==> src/hw/rtl/tkn_pkg.sv <==
// Shared constants and types for the k-nearest sorted list.
`default_nettype none
package tkn_pkg;

  localparam int MAX_K     = 16;
  localparam int ID_BITS   = 16;
  localparam int DIST_BITS = 32;
  localparam int K_BITS    = 5;
  localparam int RANK_BITS = 4;
  localparam int CNT_BITS  = $clog2(MAX_K + 1);
  localparam int CMP_BITS  = (K_BITS > CNT_BITS) ? K_BITS : CNT_BITS;
  localparam int APB_DATA_BITS = 32;
  localparam int APB_ADDR_BITS = 3;

  // register index, taken from paddr[2]
  localparam logic REG_K_COUNT = 1'b0;

  localparam logic OP_INSERT = 1'b0;
  localparam logic OP_FLUSH  = 1'b1;

  typedef struct packed {
    logic [ID_BITS-1:0]   id;
    logic [DIST_BITS-1:0] metric;
  } entry_t;

  // broadcast from the controller to every cell
  typedef struct packed {
    logic   insert;
    logic   shift_out;
    entry_t cand;
  } cell_ctrl_t;

endpackage
`default_nettype wire

==> src/hw/rtl/tkn_cell.sv <==
// One slot of the sorted list: compares against the candidate and shifts with neighbors.
`default_nettype none
module tkn_cell (
  input  wire logic               clk,
  input  wire tkn_pkg::cell_ctrl_t ctrl,
  input  wire logic               occupied,
  input  wire logic               append_here,
  input  wire logic               gt_left,
  input  wire tkn_pkg::entry_t    left,
  input  wire tkn_pkg::entry_t    right,
  output logic                    gt,
  output tkn_pkg::entry_t         data
);

  tkn_pkg::entry_t data_next;

  // held entry is strictly farther than the candidate
  assign gt = occupied && (data.metric > ctrl.cand.metric);

  always_comb begin
    data_next = data;
    if (ctrl.shift_out) begin
      data_next = right;
    end else if (ctrl.insert) begin
      if (gt_left) begin
        data_next = left;
      end else if (gt || append_here) begin
        data_next = ctrl.cand;
      end
    end
  end

  always_ff @(posedge clk) begin
    data <= data_next;
  end

endmodule
`default_nettype wire

==> src/hw/rtl/tkn_apb_regs.sv <==
// APB register file holding the k_count setting.
`default_nettype none
module tkn_apb_regs (
  input  wire logic                                clk,
  input  wire logic                                rst,
  input  wire logic                                psel,
  input  wire logic                                penable,
  input  wire logic                                pwrite,
  input  wire logic [tkn_pkg::APB_ADDR_BITS-1:0]   paddr,
  input  wire logic [tkn_pkg::APB_DATA_BITS-1:0]   pwdata,
  output logic      [tkn_pkg::APB_DATA_BITS-1:0]   prdata,
  output logic                                     pready,
  output logic      [tkn_pkg::K_BITS-1:0]          k_count
);

  logic wr_en;

  assign pready = 1'b1;
  assign wr_en  = psel && penable && pwrite && (paddr[2] == tkn_pkg::REG_K_COUNT);

  always_ff @(posedge clk) begin
    if (rst) begin
      k_count <= '0;
    end else if (wr_en) begin
      k_count <= pwdata[tkn_pkg::K_BITS-1:0];
    end
  end

  always_comb begin
    prdata = '0;
    if (paddr[2] == tkn_pkg::REG_K_COUNT) begin
      prdata[tkn_pkg::K_BITS-1:0] = k_count;
    end
  end

endmodule
`default_nettype wire

==> src/hw/rtl/top_k_nearest_list.sv <==
// Top level: chain of list cells, insert/flush control and output register.
// Insert: accepted in any idle cycle, one per cycle; the list updates at the accepting edge.
// Flush: one result per cycle from the chain's head while the output is not stalled (one
// empty marker if the list is empty), shifting the chain left one slot per beat; no input
// accepted meanwhile. The state register enters flush first, then results are registered.
// Reset (rst, synchronous): list empty, k_count zero, no result pending.
`default_nettype none
module top_k_nearest_list (
  input  wire logic                                clk,
  input  wire logic                                rst,
  input  wire logic                                in_valid,
  output logic                                     in_ready,
  input  wire logic                                op,
  input  wire logic [tkn_pkg::ID_BITS-1:0]         cand_id,
  input  wire logic [tkn_pkg::DIST_BITS-1:0]       distance,
  output logic                                     out_valid,
  input  wire logic                                out_ready,
  output logic      [tkn_pkg::ID_BITS-1:0]         object_id_res,
  output logic      [tkn_pkg::DIST_BITS-1:0]       distance_res,
  output logic      [tkn_pkg::RANK_BITS-1:0]       rank,
  output logic                                     empty_res,
  output logic                                     last,
  input  wire logic                                psel,
  input  wire logic                                penable,
  input  wire logic                                pwrite,
  input  wire logic [tkn_pkg::APB_ADDR_BITS-1:0]   paddr,
  input  wire logic [tkn_pkg::APB_DATA_BITS-1:0]   pwdata,
  output logic      [tkn_pkg::APB_DATA_BITS-1:0]   prdata,
  output logic                                     pready
);

  typedef enum logic {ST_IDLE, ST_FLUSH} state_t;

  state_t                          state;
  logic [tkn_pkg::CNT_BITS-1:0]    count;
  logic [tkn_pkg::CNT_BITS-1:0]    count_next;
  logic [tkn_pkg::CNT_BITS-1:0]    flush_left;
  logic [tkn_pkg::RANK_BITS-1:0]   rank_ctr;
  logic [tkn_pkg::K_BITS-1:0]      k_count;
  logic [tkn_pkg::CNT_BITS-1:0]    eff_k;

  tkn_pkg::cell_ctrl_t             ctrl;
  tkn_pkg::entry_t                 cell_data [tkn_pkg::MAX_K];
  logic [tkn_pkg::MAX_K-1:0]       gt;
  logic                            placed;
  logic                            append;
  logic                            accept;
  logic                            slot_free;
  logic                            emit;

  tkn_apb_regs u_regs (
    .clk     (clk),
    .rst     (rst),
    .psel    (psel),
    .penable (penable),
    .pwrite  (pwrite),
    .paddr   (paddr),
    .pwdata  (pwdata),
    .prdata  (prdata),
    .pready  (pready),
    .k_count (k_count)
  );

  // values above the list depth act as the depth
  assign eff_k = (tkn_pkg::CMP_BITS'(k_count) > tkn_pkg::CMP_BITS'(tkn_pkg::MAX_K))
               ? tkn_pkg::CNT_BITS'(tkn_pkg::MAX_K)
               : tkn_pkg::CNT_BITS'(k_count);

  assign in_ready  = (state == ST_IDLE);
  assign accept    = in_valid && in_ready;
  assign slot_free = !out_valid || out_ready;
  assign emit      = (state == ST_FLUSH) && slot_free;

  assign ctrl.insert      = accept && (op == tkn_pkg::OP_INSERT);
  assign ctrl.shift_out   = emit && (flush_left != '0);
  assign ctrl.cand.id     = cand_id;
  assign ctrl.cand.metric = distance;

  assign placed = |gt;
  assign append = !placed && (count < eff_k)
               && (count < tkn_pkg::CNT_BITS'(tkn_pkg::MAX_K));

  genvar gi;
  generate
    for (gi = 0; gi < tkn_pkg::MAX_K; gi++) begin : g_cell
      logic            occ;
      logic            app_here;
      logic            gt_l;
      tkn_pkg::entry_t left_d;
      tkn_pkg::entry_t right_d;

      assign occ      = count > tkn_pkg::CNT_BITS'(gi);
      assign app_here = append && (count == tkn_pkg::CNT_BITS'(gi));

      if (gi == 0) begin : g_head
        assign gt_l   = 1'b0;
        assign left_d = ctrl.cand;
      end else begin : g_body
        assign gt_l   = gt[gi-1];
        assign left_d = cell_data[gi-1];
      end

      if (gi == tkn_pkg::MAX_K - 1) begin : g_tail
        assign right_d = '0;
      end else begin : g_inner
        assign right_d = cell_data[gi+1];
      end

      tkn_cell u_cell (
        .clk         (clk),
        .ctrl        (ctrl),
        .occupied    (occ),
        .append_here (app_here),
        .gt_left     (gt_l),
        .left        (left_d),
        .right       (right_d),
        .gt          (gt[gi]),
        .data        (cell_data[gi])
      );
    end
  endgenerate

  always_comb begin
    count_next = count;
    if (placed) begin
      // insert plus drop of the farthest keeps the count unless below k
      if (count < eff_k) begin
        count_next = count + tkn_pkg::CNT_BITS'(1);
      end
    end else if (count > eff_k) begin
      count_next = count - tkn_pkg::CNT_BITS'(1);
    end else if (append) begin
      count_next = count + tkn_pkg::CNT_BITS'(1);
    end
  end

  always_ff @(posedge clk) begin
    if (rst) begin
      state      <= ST_IDLE;
      count      <= '0;
      flush_left <= '0;
      rank_ctr   <= '0;
      out_valid  <= 1'b0;
    end else begin
      if (emit) begin
        out_valid <= 1'b1;
      end else if (out_ready) begin
        out_valid <= 1'b0;
      end
      case (state)
        ST_IDLE: begin
          if (accept) begin
            if (op == tkn_pkg::OP_FLUSH) begin
              state      <= ST_FLUSH;
              flush_left <= count;
              rank_ctr   <= '0;
              count      <= '0;
            end else begin
              count <= count_next;
            end
          end
        end
        ST_FLUSH: begin
          if (emit) begin
            if (flush_left == '0) begin
              state <= ST_IDLE;
            end else begin
              flush_left <= flush_left - tkn_pkg::CNT_BITS'(1);
              rank_ctr   <= rank_ctr + tkn_pkg::RANK_BITS'(1);
              if (flush_left == tkn_pkg::CNT_BITS'(1)) begin
                state <= ST_IDLE;
              end
            end
          end
        end
        default: begin
          state <= ST_IDLE;
        end
      endcase
    end
  end

  // result payload, loaded from the head cell on each flush beat, or zeros with empty_res set
  always_ff @(posedge clk) begin
    if (emit) begin
      if (flush_left == '0) begin
        object_id_res <= '0;
        distance_res  <= '0;
        rank          <= '0;
        empty_res     <= 1'b1;
        last          <= 1'b1;
      end else begin
        object_id_res <= cell_data[0].id;
        distance_res  <= cell_data[0].metric;
        rank          <= rank_ctr;
        empty_res     <= 1'b0;
        last          <= (flush_left == tkn_pkg::CNT_BITS'(1));
      end
    end
  end

endmodule
`default_nettype wire
==> config.mk <==
export PLATFORM = sky130hd
export DESIGN_NAME = top_k_nearest_list
export DESIGN_NICKNAME = d
export VERILOG_FILES = /design/src/hw/rtl/tkn_pkg.sv /design/src/hw/rtl/tkn_cell.sv /design/src/hw/rtl/tkn_apb_regs.sv /design/src/hw/rtl/top_k_nearest_list.sv
export SDC_FILE = /design/constraint.sdc
export NUM_CORES = 2
export LEC_CHECK = 0
export BUFFER_PORTS_ARGS = -buffer_cell sky130_fd_sc_hd__buf_2
export CORE_MARGIN = 8
export CORE_UTILIZATION = 50
export CTS_BUF_LIST = sky130_fd_sc_hd__clkbuf_8
export DETAILED_ROUTE_END_ITERATION = 12
export PLACE_DENSITY = 0.66
export SLEW_MARGIN = 10
export SYNTH_ARGS = -nofsm -noshare
export SYNTH_HDL_FRONTEND = slang
export SYNTH_SLANG_ARGS = --single-unit
==> constraint.sdc <==
create_clock -name clk -period 18.07 [get_ports clk]
set_clock_uncertainty 0.1 [all_clocks]
set_input_delay 3.614 -clock clk [delete_from_list [all_inputs] [get_ports clk]]
set_output_delay 3.614 -clock clk [all_outputs]
set_load 0.005 [all_outputs]
# ---- Word level (Yosys, flattened, before mapping)
# Cells that the tools add are included.
dict set report word_totals {
  ff_bits 843
}
dict set report classes {
  n_addsub 4
  magnitude_cmp 36
  eq_ne 21
  mux 87
  bitwise 3
  n_reduce_logical 101
}
# cell n
set ops {}
lappend ops {{two-way mux 48 bit} 61}
lappend ops {{> comparator 32 bit} 16}
lappend ops {{two-way mux 5 bit} 11}
lappend ops {{nonzero test 3 bit} 14}
lappend ops {{logical AND 1 bit} 41}
lappend ops {{== test 5 x 4 -> 1 bit, second input constant} 8}
lappend ops {{> comparator 5 x 4 -> 1 bit, second input constant} 8}
lappend ops {{AND reduction 2 bit} 16}
lappend ops {{== test 5 x 3 -> 1 bit, second input constant} 4}
lappend ops {{> comparator 5 x 3 -> 1 bit, second input constant} 4}
lappend ops {{logical OR 1 bit} 17}
lappend ops {{two-way mux 4 bit} 4}
lappend ops {{OR reduction 16 bit} 1}
lappend ops {{== test 5 x 1 -> 1 bit, second input constant} 2}
lappend ops {{== test 5 x 2 -> 1 bit, second input constant} 2}
lappend ops {{> comparator 5 x 1 -> 1 bit, second input constant} 2}
lappend ops {{> comparator 5 x 2 -> 1 bit, second input constant} 2}
lappend ops {{zero test 5 bit} 2}
lappend ops {{one-hot mux 5 bit (2 select lines)} 1}
lappend ops {{subtractor 5 x 1 -> 5 bit, second input constant} 2}
lappend ops {{two-way mux 1 bit} 8}
lappend ops {{one-hot mux 4 bit (2 select lines)} 1}
lappend ops {{AND reduction 4 bit} 2}
lappend ops {{nonzero test 2 bit} 4}
lappend ops {{14 further kinds} 19}

# ---- Longest topological paths before layout
dict set report depth {
  ltp_word 12
  depth_mapped 17
}

# ---- Cells and area by module
# From an unflattened synthesis, not the netlist that was laid out.
dict set report unflattened {
  hier_cells 5591
  hier_area_um2 56880.8
}
# module instances cells_each area_each_um2
set modules_own_cells {}
lappend modules_own_cells {tkn_cell 16 326 3301.9}
lappend modules_own_cells {top_k_nearest_list 1 318 3554.7}
lappend modules_own_cells {tkn_apb_regs 1 57 495.5}

# ---- Least setup slack after synthesis
# No wires, ideal clock.
dict set report synth_timing {
  path_type {input to register}
  start {in distance[1] in the netlist's numbering}
  end {reg g_cell[10].u_cell.data[0] in the netlist's numbering (enable)}
  arrival_time_ns 10.493
  t_required_ns 17.450
  setup_slack_ns 6.957
  cell_stages 13
  n_path_buf 1
  path_cell_list {inv_1 -> ha_1 -> nor2b_1 -> o211ai_1 -> a2111oi_0 -> or4b_2 -> a41oi_1 -> nand4_1 -> or4_1 -> nor3_2 -> clkbuf_1 -> a41oi_1 -> o21ai_0}
}
dict set report synth_via {
  elab_chain_cells 10
  word_cells_on_any_way 40
}
# item line_no
set synth_lines {}
lappend synth_lines {{from (decl)} top_k_nearest_list.sv:15} ;# input wire logic [tkn_pkg::DIST_BITS-1:0] distance,
lappend synth_lines {{> comparator 32 bit} tkn_cell.sv:18} ;# assign gt = occupied && (data.metric > ctrl.cand.metric);
lappend synth_lines {{logical AND 1 bit} tkn_cell.sv:18}
lappend synth_lines {{OR reduction 16 bit} top_k_nearest_list.sv:79} ;# assign placed = |gt;
lappend synth_lines {{zero test 1 bit} top_k_nearest_list.sv:80} ;# assign append = !placed && (count < eff_k)
lappend synth_lines {{logical AND 1 bit} top_k_nearest_list.sv:80}
lappend synth_lines {{logical AND 1 bit} top_k_nearest_list.sv:81} ;# && (count < tkn_pkg::CNT_BITS'(tkn_pkg::MAX_K));
lappend synth_lines {{logical AND 1 bit} top_k_nearest_list.sv:93} ;# assign app_here = append && (count == tkn_pkg::CNT_BITS'(gi));
lappend synth_lines {{logical OR 1 bit} tkn_cell.sv:27} ;# end else if (gt || append_here) begin
lappend synth_lines {{nonzero test 3 bit (no line) (*)} n/a}
lappend synth_lines {{AND reduction 2 bit (no line) (*)} n/a}
lappend synth_lines {{to (signal assigned)} tkn_cell.sv:34} ;# data <= data_next;
lappend synth_lines {{to (decl)} tkn_cell.sv:12} ;# output tkn_pkg::entry_t data
# Mark *: on every way between the ends. The rest lies on a longest branch, timed or not.
# A chain may end at the register's enable or synchronous reset.

# ---- Worst setup path after layout
dict set report layout_timing {
  start {in distance[15] in the netlist's numbering}
  end {reg g_cell[2].u_cell.data[14] in the netlist's numbering (enable)}
}
dict set report layout_via {
  elab_chain_cells 10
  word_cells_on_any_way 40
}
# item line_no
set layout_lines {}
lappend layout_lines {{> comparator 32 bit} tkn_cell.sv:18}
lappend layout_lines {{logical AND 1 bit} tkn_cell.sv:18}
lappend layout_lines {{OR reduction 16 bit} top_k_nearest_list.sv:79}
lappend layout_lines {{zero test 1 bit} top_k_nearest_list.sv:80}
lappend layout_lines {{logical AND 1 bit} top_k_nearest_list.sv:80}
lappend layout_lines {{logical AND 1 bit} top_k_nearest_list.sv:81}
lappend layout_lines {{logical AND 1 bit} top_k_nearest_list.sv:93}
lappend layout_lines {{logical OR 1 bit} tkn_cell.sv:27}
lappend layout_lines {{nonzero test 3 bit (no line) (*)} n/a}
lappend layout_lines {{AND reduction 2 bit (no line) (*)} n/a}
lappend layout_lines {{to (signal assigned)} tkn_cell.sv:34}
lappend layout_lines {{to (decl)} tkn_cell.sv:12}
# Marked as above.

==> metrics list <==
- The flow ran to the end, and the final reports show no timing, DRC or antenna violations.
- The most common cell in the synthesized netlist is sky130_fd_sc_hd__nand2_1.
* Required time at the worst-slack endpoint: 18.43 ns
- Share of total power in the clock network: 0.271
- Post-DP HPWL: 113000 µm
- Share of synthesized area spent on multiplexers: 0.121
- For the pin with the worst max-slew slack, the measured transition is 1.39 ns.
* Number of violations of the max-capacitance limit: 0
- In this run, the number of DRC markers left after iteration 0 of detailed routing was 4614.
* Worst Path Arrival: 10.95 ns
* Post-synth top area share: 0.439
* Global-route wire length before repair: 251000 µm
* Static leakage power: 24.0 nW
* Design Area, Final: 57800 µm²
- Across every metal layer, demand over resource in global routing totals 0.279.
- Row generation in the floorplan step produced 119 rows.
- Start of the worst register-to-register path: g_cell[3].u_cell.data[14]$_DFFE_PP_
- Hold EP: flush_left[1]$_SDFFE_PP0P_
* Clock latency of the later-clocked register in the worst-skew pair: 0.88 ns
- Worst setup margin: 7.48 ns
- The first TritonRoute pass finished after 8 iterations.
- The area growth from synthesis to layout is 9.26%.
- Buffers inserted to repair hold after CTS numbered 0.
* Clock edge transition at the registers on the reported setup and hold paths: 0.05 ns
- Cell count after synthesis: 5197
- Measured in cells, the most critical reg-to-reg path has a length of 12.
- Parity-gate share of the synthesized area counting xor and xnor cells: 0.000331
- The min-delay analysis places its worst path in the category reg2reg.
- The worst pin sits at a relative slew slack of 0.0485.
- Hold Path Cell Cnt: 2
- Across all register-to-register paths, the minimum setup slack is 10.71 ns.
- For this run, the share of the core covered by cells in the final layout is 0.550.
* Top_reg_cell synth: sky130_fd_sc_hd__edfxtp_1
- Of all nets on the critical path, the largest fanout is 27.
- The net count of the finished layout is 5835.
- Proportion of layout cells with a drive suffix above 1: 0.0838
* Count of final setup violators: 0
- The critical path goes through buf_2 > inv_1 > ha_1 > nand4_1 > or4_1 > o31ai_1 > a31oi_1 > a41oi_4 > nand4_1 > or4_1 > nor3_2 > a31oi_1 > o21ai_4 > buf_4.
- Global routing finished with a remaining overflow of 0.
- In this run the post-CTS setup repair buffer count came out at 0.
- Cell type contributing the most total cell area after synthesis: sky130_fd_sc_hd__edfxtp_1
- Switching share of power: 0.366
* Final-report max-slew violation count: 0
- The endpoint identified for the worst register-to-register timing path is g_cell[2].u_cell.data[14]$_DFFE_PP_.
- Number of nets with antenna violations after detailed routing: 0
- Clock net sink count: 843
- Via count: 41.8k
- Proportion of register bits with asynchronous set or reset after synthesis: 0
- Critical-path cell with the highest stage delay: sky130_fd_sc_hd__o21ai_4
- The initial antenna violation count came to 6.
- Of the total power, registers draw 0.418.
* Pre-CTS setup slack: 6.83 ns
- VDD IR-drop max: 0.0826 mV
* Ranking of synthesized cells by area: sky130_fd_sc_hd__edfxtp_1, sky130_fd_sc_hd__ha_1, sky130_fd_sc_hd__mux2i_1, sky130_fd_sc_hd__o21ai_0, sky130_fd_sc_hd__nand2_1
* Endpoint kind of the worst setup timing path: register
- Of the total synthesized cell area, the portion taken by AND, OR, NAND and NOR gates is 0.117.
- Initial Util: 0.503
- Cell area after technology mapping: 52900 µm²
* Achievable frequency: 94.4 MHz
* H-tree level count: 4
- Averaged over all synthesized cells, the footprint is 10.2 µm².
- Root buffer cell: sky130_fd_sc_hd__clkbuf_8
- Global placement routability congestion: 0.948
- Synthesized-area fraction occupied by ao, oa, aoi and oai cells: 0.139
- Hold Crit Start: flush_left[1]$_SDFFE_PP0P_
* Width of the chip: 341 µm
* Combinational cell fraction of total power: 0.310
- Resized Gates After CTS: 0
- Total power of the final layout: 6.59 mW
* Critical path's largest stage delay: 1.00 ns
* I/O Pins: 180
- Wire length per cell after detailed routing: 24.9 µm
* Core Area: 105000 µm²
- Vias in the first global route: 40.1k
- The worst path needs 10.59 ns of the cycle, external delays included.
- Once placement finished, the instance area stood at 54900 µm².
- Setup repair after global routing left no endpoint under its margin.
* Number of flops mapped to enable cells by yosys: 774
* Maximum number of pins on one net before global-route repair: 296
- TritonCTS built the clock tree.
- Total die area: 116000 µm²
- Adder-cell share of the synthesized area: 0.124
- By area, the combinational part of the netlist is dominated by compound AO/OA/AOI/OAI gates.
- The worst setup path is of the in2reg kind.
* Share of the clock period used by the worst path after layout: 0.586
* Most frequent cells after synthesis: sky130_fd_sc_hd__nand2_1, sky130_fd_sc_hd__edfxtp_1, sky130_fd_sc_hd__o21ai_0
- Internal portion of total power: 4.18 mW
- Power spread over the standard cell area amounts to 114 nW/µm².
- In this run the tool buffered the top-level ports with 122 buffer cells.
- Number of hold-slack violations in the final timing report: 0
* Post-synth cell types: 70
- Counting along the longest clock path gives a buffer depth of 3.
* Residual DRC count: 0
* Post-synthesis register bit count: 843
- Vias per cell: 6.21
- The Yosys step of the flow raised 0 warnings.
- The die is 341 µm tall.
- Kind of launch point of the worst setup path: primary input
- Counting the buffers created by CTS gives 153.
- Summed over all layers, the routed wires come to 168000 µm.
* Seq/Total Area, Yosys: 0.466
- In this run the power spent charging and discharging nets is 2.41 mW.
- Final setup TNS: 0 ns
-- power groups by stage --
stage                     logic, mW  clock network [mW]  registers (mW)
after CTS                      2.01                1.81            2.75
after global placement         1.95                   0            2.78
after detailed placement       2.01                   0            2.79
after global routing           2.20                1.89            2.78
final                          2.05                1.79            2.76
after floorplan                1.34                   0            2.74
-- worst max-delay path, delay by kind of cell --
kind,cells,cell delay [ns]
AO/OA/AOI/OAI,5,2.76
AND/OR/NAND/NOR,5,2.61
buffers and inverters,3,1.40
adder cells (fa/ha/maj),1,0.48
-- state kept, by name, indices dropped and copies added (netlist names) --
name and flops:
count 5, distance_res 32, empty_res 1, flush_left 5
g_cell.u_cell.data 768, last 1, object_id_res 16, out_valid 1
rank 4, rank_ctr 4, state 1, u_regs.k_count 5
-- kinds of logic after synthesis --
group	count (synthesis)
adder cells (fa/ha/maj)	525
XOR/XNOR	2
buffers and inverters	432
other	2
multiplexers	638
AO/OA/AOI/OAI	1323
flip-flops	843
AND/OR/NAND/NOR	1432
-- metal layers --
layer  vias up  wire length [µm]  track usage
met2      1852             73700        0.425
met4         2             10600        0.164
met5         -                11            0
met3       440             13400       0.0502
li1      19300                 -            -
met1     20200             70100        0.373
-- worst max path at each step --
stage | from | endpoint
after floorplan | distance[1] | g_cell[10].u_cell.data[0]$_DFFE_PP_
after global placement | distance[15] | g_cell[1].u_cell.data[15]$_DFFE_PP_
after detailed placement | distance[15] | g_cell[1].u_cell.data[15]$_DFFE_PP_
after CTS | distance[15] | g_cell[1].u_cell.data[13]$_DFFE_PP_
after global routing | distance[15] | g_cell[1].u_cell.data[13]$_DFFE_PP_
final | distance[15] | g_cell[2].u_cell.data[14]$_DFFE_PP_
-- layout make-up --
cell class / instances / area, µm²
Clock buffer: 165 / 2270
Sequential cell: 843 / 24600
Fill cell: 9296 / 47300
Inverter: 67 / 253
Antenna cell: 3 / 7.51
Multi-Input combinational cell: 3948 / 27000
Timing Repair Buffer: 206 / 1280
Clock inverter: 114 / 651
Tap cell: 1391 / 1740
-- per-stage QoR --
step | cells | hold slack, ns
after floorplan | 5223 | 0.345
after global placement | 6455 | 0.365
after detailed placement | 6455 | 0.368
after CTS | 6734 | 0.378
after global routing | 6736 | 0.404
final | 6737 | 0.376
-- layout by cell type, fill, tap and decap left out, types with 7 or more instances in the layout --
cell type | netlist | routed
sky130_fd_sc_hd__clkbuf_8 | 0 | 165
sky130_fd_sc_hd__nor3_1 | 22 | 22
sky130_fd_sc_hd__buf_4 | 31 | 81
sky130_fd_sc_hd__o211ai_1 | 21 | 21
sky130_fd_sc_hd__nand2b_1 | 13 | 11
sky130_fd_sc_hd__clkinv_1 | 2 | 30
sky130_fd_sc_hd__edfxtp_1 | 774 | 774
sky130_fd_sc_hd__a2111oi_0 | 11 | 9
sky130_fd_sc_hd__a31oi_1 | 37 | 35
sky130_fd_sc_hd__a211oi_1 | 66 | 66
sky130_fd_sc_hd__o21ai_4 | 0 | 17
sky130_fd_sc_hd__nor2_1 | 205 | 205
sky130_fd_sc_hd__nor2b_1 | 79 | 78
sky130_fd_sc_hd__mux2i_1 | 638 | 638
sky130_fd_sc_hd__nand2_1 | 892 | 892
sky130_fd_sc_hd__a221o_1 | 7 | 7
sky130_fd_sc_hd__dfxtp_1 | 69 | 69
sky130_fd_sc_hd__nand4_1 | 109 | 109
sky130_fd_sc_hd__inv_1 | 64 | 121
sky130_fd_sc_hd__or4_1 | 7 | 7
sky130_fd_sc_hd__nand3_1 | 52 | 52
sky130_fd_sc_hd__a21oi_1 | 281 | 281
sky130_fd_sc_hd__nor4_1 | 24 | 23
sky130_fd_sc_hd__o21ai_0 | 760 | 744
sky130_fd_sc_hd__buf_2 | 8 | 122
sky130_fd_sc_hd__conb_1 | 2 | 28
sky130_fd_sc_hd__a21o_1 | 52 | 52
sky130_fd_sc_hd__a21boi_0 | 10 | 8
sky130_fd_sc_hd__o21a_1 | 13 | 13
sky130_fd_sc_hd__a22oi_1 | 13 | 11
sky130_fd_sc_hd__ha_1 | 525 | 525
sky130_fd_sc_hd__clkinv_2 | 0 | 14
No activity file was read; power rests on OpenSTA's default activity.
